`src/design/rtpq_pkg.sv`:
```
// Shared types and constants for the RFID tag presence qualifier.
package rtpq_pkg;

  // Read kind carried on the input tuser
  typedef enum logic {
    KIND_POLL     = 1'b0,
    KIND_VALIDATE = 1'b1
  } kind_t;

  // Result event codes
  typedef enum logic [2:0] {
    EV_NONE          = 3'd0,
    EV_TAG_ON        = 3'd1,
    EV_OFF_TIMEOUT   = 3'd2,
    EV_OFF_VALIDATE  = 3'd3,
    EV_PEND_START    = 3'd4,
    EV_PEND_DROP     = 3'd5
  } event_t;

  // Configuration register indexes
  typedef enum logic [2:0] {
    REG_DEBOUNCE_MS     = 3'd0,
    REG_REMOVAL_MS      = 3'd1,
    REG_COOLDOWN_MS     = 3'd2,
    REG_MIN_EMPTY_RM    = 3'd3,
    REG_MIN_CONSISTENT  = 3'd4,
    REG_MAX_EMPTY_RST   = 3'd5,
    REG_VALIDATE_IVL_MS = 3'd6,
    REG_VALIDATE_FAILS  = 3'd7
  } cfg_idx_t;

  localparam int CFG_DATA_W = 16;
  localparam int EVENT_W    = 3;

  // Valid UID marker bytes, most significant first
  localparam logic [7:0] UID_TOP_BYTE  = 8'hE0;
  localparam logic [7:0] UID_NEXT_BYTE = 8'h04;

  // Reset values of the configuration registers
  localparam logic [15:0] RST_DEBOUNCE_MS     = 16'd350;
  localparam logic [15:0] RST_REMOVAL_MS      = 16'd400;
  localparam logic [15:0] RST_COOLDOWN_MS     = 16'd1500;
  localparam logic [7:0]  RST_MIN_EMPTY_RM    = 8'd5;
  localparam logic [7:0]  RST_MIN_CONSISTENT  = 8'd3;
  localparam logic [7:0]  RST_MAX_EMPTY_RST   = 8'd3;
  localparam logic [15:0] RST_VALIDATE_IVL_MS = 16'd800;
  localparam logic [3:0]  RST_VALIDATE_FAILS  = 4'd2;

endpackage

```
`src/design/rfid_tag_presence_qualifier.sv`:
```
// RFID tag presence qualifier: turns raw inventory reads into tag on/off events.
//
// Usage:
//   Input stream (in_*): one transaction per reader result. in_tuser holds the
//   read kind (poll or presence validation); in_tdata holds read_ok, the raw
//   UID and the millisecond timestamp. Output stream (out_*): exactly one
//   transaction per input, carrying the event code, the confirmed tag state
//   and the reader reset / RF cycle / validation-due flags.
//   Configuration port (cfg_*): register writes, always accepted; write only
//   while no read is in flight.
// Pipeline:
//   A read is captured in an input register, evaluated by one level of
//   compares and saturating counters, and lands in the output register, which
//   drives out_tvalid. One read per cycle is sustained while out_tready is high;
//   the tag state updates when the read moves to the output register.
// Reset: synchronous, active low; clears all tag state and loads the default
//   configuration.
// Stall: when out_tready is low the output register holds, the input register
//   holds one more read, and in_tready drops once both are full.
module rfid_tag_presence_qualifier
  import rtpq_pkg::*;
#(
  parameter int ID_BITS   = 64,
  parameter int TIME_BITS = 32,
  localparam int InW      = ((1 + ID_BITS + TIME_BITS + 7) / 8) * 8,
  localparam int OutW     = ((EVENT_W + 4 + ID_BITS + 7) / 8) * 8
) (
  input  logic                     clk,
  input  logic                     rst_n,
  // Input stream
  input  logic                     in_tvalid,
  output logic                     in_tready,
  // [0] read_ok, [ID_BITS:1] uid, then now_ms, zero padded to bytes
  input  logic [InW-1:0]           in_tdata,
  // [0] kind
  input  logic [0:0]               in_tuser,
  // Output stream
  output logic                     out_tvalid,
  input  logic                     out_tready,
  // [2:0] event_res, [3] tag_present, tag_uid, reader_reset_request,
  // rf_cycle_request, validate_due, zero padded to bytes
  output logic [OutW-1:0]          out_tdata,
  // Configuration write channel
  input  logic                     cfg_valid,
  output logic                     cfg_ready,
  input  logic [2:0]               cfg_index,
  input  logic [CFG_DATA_W-1:0]    cfg_data
);

  // Bit positions of the output fields
  localparam int O_PRES = EVENT_W;
  localparam int O_UID  = EVENT_W + 1;
  localparam int O_RST  = EVENT_W + 1 + ID_BITS;
  localparam int O_RFC  = O_RST + 1;
  localparam int O_DUE  = O_RST + 2;

  // Configuration registers
  logic [15:0] debounce_ms_r, removal_ms_r, cooldown_ms_r, validate_ivl_ms_r;
  logic [7:0]  min_empty_rm_r, min_consistent_r, max_empty_rst_r;
  logic [3:0]  validate_fails_r;

  assign cfg_ready = 1'b1;

  always_ff @(posedge clk) begin
    if (!rst_n) begin
      debounce_ms_r     <= RST_DEBOUNCE_MS;
      removal_ms_r      <= RST_REMOVAL_MS;
      cooldown_ms_r     <= RST_COOLDOWN_MS;
      min_empty_rm_r    <= RST_MIN_EMPTY_RM;
      min_consistent_r  <= RST_MIN_CONSISTENT;
      max_empty_rst_r   <= RST_MAX_EMPTY_RST;
      validate_ivl_ms_r <= RST_VALIDATE_IVL_MS;
      validate_fails_r  <= RST_VALIDATE_FAILS;
    end else if (cfg_valid && cfg_ready) begin
      unique case (cfg_idx_t'(cfg_index))
        REG_DEBOUNCE_MS:     debounce_ms_r     <= cfg_data;
        REG_REMOVAL_MS:      removal_ms_r      <= cfg_data;
        REG_COOLDOWN_MS:     cooldown_ms_r     <= cfg_data;
        REG_MIN_EMPTY_RM:    min_empty_rm_r    <= cfg_data[7:0];
        REG_MIN_CONSISTENT:  min_consistent_r  <= cfg_data[7:0];
        REG_MAX_EMPTY_RST:   max_empty_rst_r   <= cfg_data[7:0];
        REG_VALIDATE_IVL_MS: validate_ivl_ms_r <= cfg_data;
        REG_VALIDATE_FAILS:  validate_fails_r  <= cfg_data[3:0];
        default: ;
      endcase
    end
  end

  // Handshake between input register and output register
  logic                 s1_valid_r;
  kind_t                s1_kind_r;
  logic                 s1_ok_r;
  logic [ID_BITS-1:0]   s1_uid_r;
  logic [TIME_BITS-1:0] s1_now_r;
  logic                 out_valid_r;
  logic [OutW-1:0]      out_tdata_r;
  logic                 out_free;
  logic                 s1_move;

  assign out_free  = !out_valid_r || out_tready;
  assign s1_move   = s1_valid_r && out_free;
  assign in_tready = !s1_valid_r || out_free;

  always_ff @(posedge clk) begin
    if (!rst_n) begin
      s1_valid_r <= 1'b0;
    end else if (in_tready) begin
      s1_valid_r <= in_tvalid;
    end
  end

  // Input payload capture
  always_ff @(posedge clk) begin
    if (in_tvalid && in_tready) begin
      s1_kind_r <= kind_t'(in_tuser[0]);
      s1_ok_r   <= in_tdata[0];
      s1_uid_r  <= in_tdata[ID_BITS:1];
      s1_now_r  <= in_tdata[ID_BITS+TIME_BITS:ID_BITS+1];
    end
  end

  // Tag tracking state
  logic                 conf_v_r, conf_v_nxt;
  logic [ID_BITS-1:0]   conf_id_r, conf_id_nxt;
  logic                 pend_v_r, pend_v_nxt;
  logic [ID_BITS-1:0]   pend_id_r, pend_id_nxt;
  logic [TIME_BITS-1:0] pend_start_r, pend_start_nxt;
  logic [7:0]           pend_hits_r, pend_hits_nxt;
  logic [TIME_BITS-1:0] last_seen_r, last_seen_nxt;
  logic [7:0]           empty_reads_r, empty_reads_nxt;
  logic [7:0]           empty_run_r, empty_run_nxt;
  logic                 rem_v_r, rem_v_nxt;
  logic [ID_BITS-1:0]   rem_id_r, rem_id_nxt;
  logic [TIME_BITS-1:0] rem_time_r, rem_time_nxt;
  logic [3:0]           vfail_r, vfail_nxt;
  logic [TIME_BITS-1:0] last_val_r, last_val_nxt;
  logic [OutW-1:0]      out_tdata_nxt;

  // Read qualification: read_ok, nonzero, marker bytes on top
  logic id_valid;
  assign id_valid = s1_ok_r && (s1_uid_r != '0) &&
                    (s1_uid_r[ID_BITS-1 -: 8] == UID_TOP_BYTE) &&
                    (s1_uid_r[ID_BITS-9 -: 8] == UID_NEXT_BYTE);

  // Single-pass evaluation of one read
  always_comb begin
    logic [TIME_BITS-1:0] el_rem;
    logic [TIME_BITS-1:0] el_pend;
    logic [TIME_BITS-1:0] el_seen;
    logic [TIME_BITS-1:0] el_val;
    logic                 ghost;
    event_t               ev;
    logic                 rst_req;
    logic                 rfc_req;
    logic                 due;

    conf_v_nxt      = conf_v_r;
    conf_id_nxt     = conf_id_r;
    pend_v_nxt      = pend_v_r;
    pend_id_nxt     = pend_id_r;
    pend_start_nxt  = pend_start_r;
    pend_hits_nxt   = pend_hits_r;
    last_seen_nxt   = last_seen_r;
    empty_reads_nxt = empty_reads_r;
    empty_run_nxt   = empty_run_r;
    rem_v_nxt       = rem_v_r;
    rem_id_nxt      = rem_id_r;
    rem_time_nxt    = rem_time_r;
    vfail_nxt       = vfail_r;
    last_val_nxt    = last_val_r;
    ev              = EV_NONE;
    rst_req         = 1'b0;
    rfc_req         = 1'b0;

    el_rem  = s1_now_r - rem_time_r;
    el_pend = s1_now_r - pend_start_r;
    el_seen = s1_now_r - last_seen_r;
    ghost   = rem_v_r && (s1_uid_r == rem_id_r) &&
              (el_rem < TIME_BITS'(cooldown_ms_r));

    if (s1_kind_r == KIND_VALIDATE) begin
      // Presence validation, only while a tag is held
      if (conf_v_r) begin
        if (!id_valid || (s1_uid_r != conf_id_r)) begin
          vfail_nxt = (vfail_r == 4'hF) ? vfail_r : vfail_r + 4'd1;
        end else begin
          vfail_nxt = 4'd0;
        end
        if (vfail_nxt >= validate_fails_r) begin
          rem_id_nxt   = conf_id_r;
          rem_v_nxt    = 1'b1;
          rem_time_nxt = s1_now_r;
          conf_v_nxt   = 1'b0;
          conf_id_nxt  = '0;
          vfail_nxt    = 4'd0;
          ev           = EV_OFF_VALIDATE;
          rfc_req      = 1'b1;
        end
        last_val_nxt = s1_now_r;
      end
    end else if (id_valid) begin
      empty_run_nxt = 8'd0;
      if (ghost) begin
        // read of the just-removed tag inside cooldown: ignored
      end else if (conf_v_r && (s1_uid_r == conf_id_r)) begin
        last_seen_nxt   = s1_now_r;
        empty_reads_nxt = 8'd0;
        pend_v_nxt      = 1'b0;
        pend_id_nxt     = '0;
        pend_hits_nxt   = 8'd0;
        vfail_nxt       = 4'd0;
      end else if (pend_v_r && (s1_uid_r == pend_id_r)) begin
        last_seen_nxt   = s1_now_r;
        empty_reads_nxt = 8'd0;
        pend_hits_nxt   = (pend_hits_r == 8'hFF) ? pend_hits_r : pend_hits_r + 8'd1;
        if ((pend_hits_nxt >= min_consistent_r) &&
            (el_pend >= TIME_BITS'(debounce_ms_r))) begin
          conf_v_nxt    = 1'b1;
          conf_id_nxt   = s1_uid_r;
          pend_v_nxt    = 1'b0;
          pend_id_nxt   = '0;
          pend_hits_nxt = 8'd0;
          rem_v_nxt     = 1'b0;
          vfail_nxt     = 4'd0;
          ev            = EV_TAG_ON;
        end
      end else if (!conf_v_r) begin
        last_seen_nxt   = s1_now_r;
        empty_reads_nxt = 8'd0;
        pend_v_nxt      = 1'b1;
        pend_id_nxt     = s1_uid_r;
        pend_start_nxt  = s1_now_r;
        pend_hits_nxt   = 8'd1;
        ev              = EV_PEND_START;
      end
    end else begin
      // Empty or invalid poll read
      empty_reads_nxt = (empty_reads_r == 8'hFF) ? empty_reads_r : empty_reads_r + 8'd1;
      empty_run_nxt   = (empty_run_r == 8'hFF) ? empty_run_r : empty_run_r + 8'd1;
      if (pend_v_r) begin
        pend_v_nxt    = 1'b0;
        pend_id_nxt   = '0;
        pend_hits_nxt = 8'd0;
        ev            = EV_PEND_DROP;
      end
      if (conf_v_r && (empty_reads_nxt >= max_empty_rst_r)) begin
        rst_req         = 1'b1;
        empty_reads_nxt = 8'd0;
      end
      if (conf_v_r && (el_seen >= TIME_BITS'(removal_ms_r)) &&
          (empty_run_nxt >= min_empty_rm_r)) begin
        rem_id_nxt   = conf_id_r;
        rem_v_nxt    = 1'b1;
        rem_time_nxt = s1_now_r;
        conf_v_nxt   = 1'b0;
        conf_id_nxt  = '0;
        vfail_nxt    = 4'd0;
        ev           = EV_OFF_TIMEOUT;
        rfc_req      = 1'b1;
      end
      // Cooldown expiry, seen against the removal time after this read
      if (rem_v_nxt && (TIME_BITS'(s1_now_r - rem_time_nxt) >= TIME_BITS'(cooldown_ms_r))) begin
        rem_v_nxt = 1'b0;
      end
    end

    el_val = s1_now_r - last_val_nxt;
    due    = conf_v_nxt && (el_val >= TIME_BITS'(validate_ivl_ms_r));

    // Result word
    out_tdata_nxt                      = '0;
    out_tdata_nxt[EVENT_W-1:0]         = ev;
    out_tdata_nxt[O_PRES]              = conf_v_nxt;
    out_tdata_nxt[O_UID +: ID_BITS]    = conf_v_nxt ? conf_id_nxt : '0;
    out_tdata_nxt[O_RST]               = rst_req;
    out_tdata_nxt[O_RFC]               = rfc_req;
    out_tdata_nxt[O_DUE]               = due;
  end

  // State commit when the read leaves the input register
  always_ff @(posedge clk) begin
    if (!rst_n) begin
      conf_v_r      <= 1'b0;
      conf_id_r     <= '0;
      pend_v_r      <= 1'b0;
      pend_id_r     <= '0;
      pend_start_r  <= '0;
      pend_hits_r   <= 8'd0;
      last_seen_r   <= '0;
      empty_reads_r <= 8'd0;
      empty_run_r   <= 8'd0;
      rem_v_r       <= 1'b0;
      rem_id_r      <= '0;
      rem_time_r    <= '0;
      vfail_r       <= 4'd0;
      last_val_r    <= '0;
    end else if (s1_move) begin
      conf_v_r      <= conf_v_nxt;
      conf_id_r     <= conf_id_nxt;
      pend_v_r      <= pend_v_nxt;
      pend_id_r     <= pend_id_nxt;
      pend_start_r  <= pend_start_nxt;
      pend_hits_r   <= pend_hits_nxt;
      last_seen_r   <= last_seen_nxt;
      empty_reads_r <= empty_reads_nxt;
      empty_run_r   <= empty_run_nxt;
      rem_v_r       <= rem_v_nxt;
      rem_id_r      <= rem_id_nxt;
      rem_time_r    <= rem_time_nxt;
      vfail_r       <= vfail_nxt;
      last_val_r    <= last_val_nxt;
    end
  end

  // Output register
  always_ff @(posedge clk) begin
    if (!rst_n) begin
      out_valid_r <= 1'b0;
    end else if (out_free) begin
      out_valid_r <= s1_valid_r;
    end
  end

  always_ff @(posedge clk) begin
    if (s1_move) begin
      out_tdata_r <= out_tdata_nxt;
    end
  end

  assign out_tvalid = out_valid_r;
  assign out_tdata  = out_tdata_r;

endmodule
```
`config.mk`:
```
export PLATFORM = sky130hd
export DESIGN_NAME = rfid_tag_presence_qualifier
export DESIGN_NICKNAME = d
export VERILOG_FILES = /design/src/design/rtpq_pkg.sv /design/src/design/rfid_tag_presence_qualifier.sv
export SDC_FILE = /design/constraint.sdc
export NUM_CORES = 2
export LEC_CHECK = 0
export BUFFER_PORTS_ARGS = -buffer_cell sky130_fd_sc_hd__buf_2
export CORE_MARGIN = 2
export CORE_UTILIZATION = 65
export CTS_BUF_LIST = sky130_fd_sc_hd__clkbuf_4 sky130_fd_sc_hd__clkbuf_8 sky130_fd_sc_hd__clkbuf_16
export DETAILED_ROUTE_END_ITERATION = 10
export MAX_ROUTING_LAYER = met4
export PLACE_DENSITY = 0.84
export SLEW_MARGIN = 5
export SYNTH_ARGS = -nofsm -noshare
export SYNTH_HDL_FRONTEND = slang
export SYNTH_SLANG_ARGS = --single-unit
```
`constraint.sdc`:
```
create_clock -name clk -period 24.1 [get_ports clk]
set_clock_uncertainty 0.1 [all_clocks]
set_input_delay 3.615 -clock clk [delete_from_list [all_inputs] [get_ports clk]]
set_output_delay 3.615 -clock clk [all_outputs]
set_load 0.01 [all_outputs]
```
* After elaboration in Yosys (flattened, before gate mapping)
Index checks and enable logic that the tools add are counted.
Word-level totals: register bits 614, latch bits 0, memory bits (writable) 0, bits in read-only memories 0, input bits 129, output and inout port bits 75, word-level logic and storage cells 236, memories 0
Cells by class: $add $sub $neg 9, multiply operators 0, div/mod/pow operators 0, order comparisons 9, eq/ne operators 30, shift operators 0, mux-type cells 106, bitwise logic cells 5, reduce and logical (&&, ||, !) cells 46
Operators by type and width (count):
- 64-bit 2-to-1 mux | 21
- 32-bit 2-to-1 mux | 12
- 64-bit equality test | 3
- 32-bit subtractor | 5
- 8-bit 2-to-1 mux | 17
- 32-bit by 16-bit >= comparator with 1-bit output | 4
- 64-bit != test | 1
- 64-bit nonzero test | 1
- 4-bit 2-to-1 mux | 13
- 1-bit 2-to-1 mux | 33
- 8-bit equality test, second input constant | 4
- 32-bit by 16-bit less-than comparator with 1-bit output | 1
- 8-bit by 1-bit adder with 8-bit output, second input constant | 3
- 8-bit >= comparator | 3
- 3-bit 2-to-1 mux | 8
- 5-bit AND reduction | 4
- 2-bit AND reduction | 9
- 1-bit logical AND | 15
- 7-bit AND reduction | 2
- 3-bit equality test, second input constant | 4
- 4-bit by 2-bit != test with 1-bit output, second input constant | 3
- 6-bit AND reduction | 2
- 8-bit by 3-bit equality test with 1-bit output, second input constant | 1
- 4-bit AND reduction | 2
- other kinds (19) | 34

* Depth between registers and ports, before layout
depth in word-level cells 14, depth in mapped cells 49, gate-level depth less buffers 47

* Least setup slack after synthesis
No wires, ideal clock.
path kind flip-flop to flip-flop, from register s1_now_r[1], to register rem_v_r, setup time 0.084 ns, data arrival time 9.144 ns, data required time 23.916 ns, setup slack 14.772 ns, cell stages (with the launch flop) 48, buffers on the path 2, clock period less this slack 9.328 ns, cells stage by stage edfxtp_1 > inv_1 > fa_1 > nand2b_1 > a21oi_1 > o21ai_0 > and2_1 > nor2_1 > nor3_1 > xnor2_1 > ha_1 > nor2b_1 > o21ai_0 > o2111a_1 > o211ai_1 > or4_1 > or4_1 > buf_2 > [12 not listed] > o21ai_0 > a221oi_1 > o21ai_0 > or3b_1 > a21oi_1 > xnor2_1 > ha_1 > a221oi_1 > o21ai_0 > nor4_1 > nand2_1 > nor4_1 > o211ai_1 > nor4b_1 > nand4b_1 > a311oi_1 > nand4_1 > o31ai_2
On the way: word-level cells in the longest chain between the ends 13, elaborated cells between the ends (all ways) 25, classes of those cells add/sub: 4; order compare: 4; eq/ne: 2; mux: 9; reduce/logical: 6
RTL lines:
- start: declaration | line rfid_tag_presence_qualifier.sv:94 | logic [TIME_BITS-1:0] s1_now_r;
- start signal: assignment | line rfid_tag_presence_qualifier.sv:118 | s1_now_r <= in_tdata[ID_BITS+TIME_BITS:ID_BITS+1];
- 32-bit subtractor | line rfid_tag_presence_qualifier.sv:177 | el_seen = s1_now_r - last_seen_r;
- 32-bit by 16-bit >= comparator with 1-bit output | line rfid_tag_presence_qualifier.sv:250 | if (conf_v_r && (el_seen >= TIME_BITS'(removal_ms_r)) &&
- 1-bit logical AND (2 in a row) | line rfid_tag_presence_qualifier.sv:250
- 32-bit 2-to-1 mux | line rfid_tag_presence_qualifier.sv:250
- 32-bit 2-to-1 mux | line rfid_tag_presence_qualifier.sv:201 | end else if (id_valid) begin
- 32-bit 2-to-1 mux | line rfid_tag_presence_qualifier.sv:181 | if (s1_kind_r == KIND_VALIDATE) begin
- 32-bit subtractor | line rfid_tag_presence_qualifier.sv:262 | if (rem_v_nxt && (TIME_BITS'(s1_now_r - rem_time_nxt) >= TIME_BITS'(cooldown_ms_r))) begin
- 32-bit by 16-bit >= comparator with 1-bit output | line rfid_tag_presence_qualifier.sv:262
- 1-bit logical AND | line rfid_tag_presence_qualifier.sv:262
- 1-bit 2-to-1 mux | line rfid_tag_presence_qualifier.sv:262
- 1-bit 2-to-1 mux | line rfid_tag_presence_qualifier.sv:201
- 1-bit 2-to-1 mux | line rfid_tag_presence_qualifier.sv:181
- end signal: assignment | line rfid_tag_presence_qualifier.sv:307 | rem_v_r <= rem_v_nxt;
- end: declaration | line rfid_tag_presence_qualifier.sv:132 | logic rem_v_r, rem_v_nxt;
Several ways; a longest one is shown, not always the timed one. The select of a mux whose other input is x is not followed. A chain may end at the register's enable or synchronous reset.

* Worst setup path after layout
from register s1_now_r[0], to register rem_v_r
Same word-level chain as after synthesis.

==> results.cfg <==
[routing]
antenna_left = 0
routed_wl_mm = 113
vias = 33600
firstDrtPassIters = 6
vias_per_cell = 6.29
wl_per_cell_um = 21.2
drc = 0
drtIter0Drc = 3164

[finish]
nets = 4919
fin_util = 0.719
nFillCells = 4407
drive_gt1_frac = 0.0924
final_area_um2 = 41300
syn_to_final_growth_pct = 9.62

[sta]
whs_ps = 349
fin_crit_sh = 0.475
fmax_mhz = 87.4
report.final.slew_viol_count = 0
relSlewSlack = 0.191
rsz0062_at_grt = false
fin_setup_tns_ps = 0
finalCriticalPeriod_ps = 11450
finalHoldViolCount = 0
setup_violations = 0
worst_slack_ps = 12650
worstMarginPinSlew_ps = 1210

[critical_path]
crit_type = flip-flop to flip-flop
crit_required_ps = 24530
crit_path_frequent_cell = o21ai_0
startpoint_type = flip-flop
critPathMaxFanout = 28
end_kind = flip-flop
cp.arrival_ps = 11880
cp_slowest_cell = or4_1
r2r_cells = 46
slowest_delay_ps = 590

[cts]
cts.sinks = 613
clockBufferDepth = 3
holdBufCountCts = 0
cts_root_buffer = clkbuf_16
cts_tree = built
cts_setup_buffers = 0
h-tree-depth = 3
cts_resized = 0
numCtsBuffers = 68
clock_latency_ps = 640
clkTransAtPathRegs_ps = 60

[run]
drv_cap = 0

[global_routing]
antenna_found_initial = 1
grt-ovfl-total = 0
grt_use_total = 0.383
grt_pass1_wl_mm = 175
grt_max_degree = 181
grt_pass1_vias = 31900

[power_and_ir_drop]
cellPowerDensity_nw_per_um2 = 61.9
seqPwrFrac = 0.436
ir_worst_vdd_mv = 0.0914
p_sw_frac = 0.280
combPwrFrac = 0.145
p_int_mw = 1.84
p_clk_frac = 0.419
power.net_switching_mw = 0.716
power.leakage_nw = 15.4

[die]
die_y_um = 245
io_pins = 204
dieArea_um2 = 59900
initial_utilization = 0.656
rows = 88
fp.dieW_um = 245
core_area_um2 = 57500

[synthesis]
ys_types = 100
synth_warnings = 0
synthArstFlopShare = 0
synth_area_leader_cell = dfxtp_1
synth_area_leaders = dfxtp_1, edfxtp_1, ha_1
ys_seq_area_frac = 0.370
ys.flop_type = dfxtp_1
ys_ff_latch = 613
syn_inst = 4480
synth.net_count = 4877
synth-edff-count = 168
avgSynthCellArea_um2 = 8.41
synth_area_um2 = 37700
synth_top_area_frac = 0.236

[worst_hold_path]
hold_path_depth = 2
worstHoldPathType = flip-flop to flip-flop

[place]
dp_hpwl_mm = 81.0
place.port_buffers = 194
dpl_worst_slack_ps = 12810
postPlaceCellArea_um2 = 39000
place_congestion = 1.02

[outcome]
status = finished, final reports clean
==> per-layer routing <==
| metal | vias to the layer above | GRT usage | wire length (um) |
|---|---|---|---|
| met5 | - | - | 0 |
| met4 | 0 | 0.250 | 8100 |
| met3 | 389 | 0.0458 | 7920 |
| met2 | 1497 | 0.616 | 53000 |
| met1 | 15800 | 0.455 | 44200 |
| li1 | 15900 | - | - |
==> layout by cell type (no fill, tap or decap), types with 29 or more instances in the layout <==
| cell | n |
|---|---|
| nand3_1 | 143 |
| a21boi_0 | 113 |
| buf_2 | 193 |
| nor2_1 | 339 |
| nor4_1 | 41 |
| edfxtp_1 | 168 |
| and3_1 | 55 |
| nor3_1 | 67 |
| a21o_1 | 78 |
| mux2i_1 | 100 |
| and2_1 | 35 |
| nand2_1 | 582 |
| buf_4 | 45 |
| nand2b_1 | 65 |
| clkbuf_16 | 69 |
| nand4_1 | 78 |
| xnor2_1 | 187 |
| a31oi_1 | 29 |
| o211ai_1 | 42 |
| nor2b_1 | 76 |
| a211oi_1 | 43 |
| o21ai_0 | 134 |
| inv_1 | 273 |
| ha_1 | 263 |
| dfxtp_1 | 445 |
| a21oi_1 | 322 |
| xor2_1 | 83 |
| a22oi_1 | 112 |
==> power by group through the flow <==
stage	combinational (mW)	sequential, mW	clock (mW)
floorplan	0.262	1.12	0
global placement	0.354	1.13	0
detailed placement	0.362	1.13	0
CTS	0.365	1.11	1.07
global route	0.407	1.12	1.11
finish	0.371	1.11	1.07
==> sequential cells by signal, summed over array words and instances (netlist names), 4 cells and up <==
| register | count |
|---|---|
| out_tdata | 70 |
| conf_id_r | 64 |
| pend_id_r | 64 |
| rem_id_r | 64 |
| s1_uid_r | 64 |
| last_seen_r | 32 |
| last_val_r | 32 |
| pend_start_r | 32 |
| rem_time_r | 32 |
| s1_now_r | 32 |
| cooldown_ms_r | 16 |
| debounce_ms_r | 16 |
| removal_ms_r | 16 |
| validate_ivl_ms_r | 16 |
| empty_reads_r | 8 |
| empty_run_r | 8 |
| max_empty_rst_r | 8 |
| min_consistent_r | 8 |
| min_empty_rm_r | 8 |
| pend_hits_r | 8 |
| validate_fails_r | 4 |
| vfail_r | 4 |
==> logic make-up (layout without fill, tap and decap cells) <==
logic type	count (synthesis)	after routing	share of synthesized area
compound gates	1093	1093	0.194
fa+ha+maj	268	268	0.0900
buf+inv	542	638	0.0556
xor+xnor	270	270	0.0627
other cells	2	3	0.000199
flops	613	613	0.370
simple gates	1585	1585	0.198
mux	107	107	0.0287
==> worst max-delay path: cells and delay by family (launching register included) <==
kind	cells	cell delay (ps)
AOI/OAI and AO/OA	18	4100
xor gates and xnor gates	2	400
adders and majority gates	5	1500
buffers and inverters	2	580
DFF	1	460
and+or+nand+nor	19	4160
==> cells in the mapped netlist, types with 8 or more instances <==
library cell  count
o21bai_1         18
edfxtp_1        168
o311ai_0          8
a21boi_0        113
nand4_1          78
o211a_1          10
o21ai_0         134
nand3_1         144
or3_1            14
or4_1            11
xor2_1           83
o21a_1           21
a31oi_1          30
buf_2            28
o211ai_1         42
a211o_1          11
nand2_1         584
mux2i_1         100
nor2b_1          76
nor4b_1          14
o2111ai_1        17
dfxtp_1         445
nor2_1          341
o31ai_1          10
a21o_1           78
xnor2_1         187
nand2b_1         65
ha_1            263
clkbuf_1        223
or2_2            12
nor4_1           42
and3_1           56
a22oi_1         112
and2_1           36
o22ai_1          19
a21oi_1         322
a221oi_1          9
nor3_1           71
buf_1            10
nand3b_1         10
inv_1           274
a211oi_1         43
==> final timing paths <==
kind                                    endpoint        startpoint  slack, ps
worst max-delay path                     rem_v_r       s1_now_r[0]      12650
worst min-delay path            pend_start_r[16]  pend_start_r[16]        350
worst max register to register           rem_v_r       s1_now_r[0]      12650
worst min register to register  pend_start_r[16]  pend_start_r[16]        350
==> per-stage QoR <==
step	instances	total power, mW
floorplan	4480	1.38
global placement	5217	1.49
detailed placement	5217	1.50
CTS	5341	2.55
global route	5342	2.64
finish	5342	2.56
==> final cells by class <==
| class | count | area [um^2] | share of cell area |
|---|---|---|---|
| clock inverters | 28 | 339 | 0.00821 |
| flip-flops and latches | 613 | 14000 | 0.338 |
| repair buffers | 238 | 1300 | 0.0316 |
| well taps | 765 | 957 | 0.0232 |
| diodes | 1 | 2.50 | 0.0000606 |
| multi-input cells | 3325 | 21700 | 0.526 |
| inverters | 276 | 1050 | 0.0253 |
| clock buffers | 96 | 1970 | 0.0478 |
Note: power is estimated with default switching activity, not from simulation.
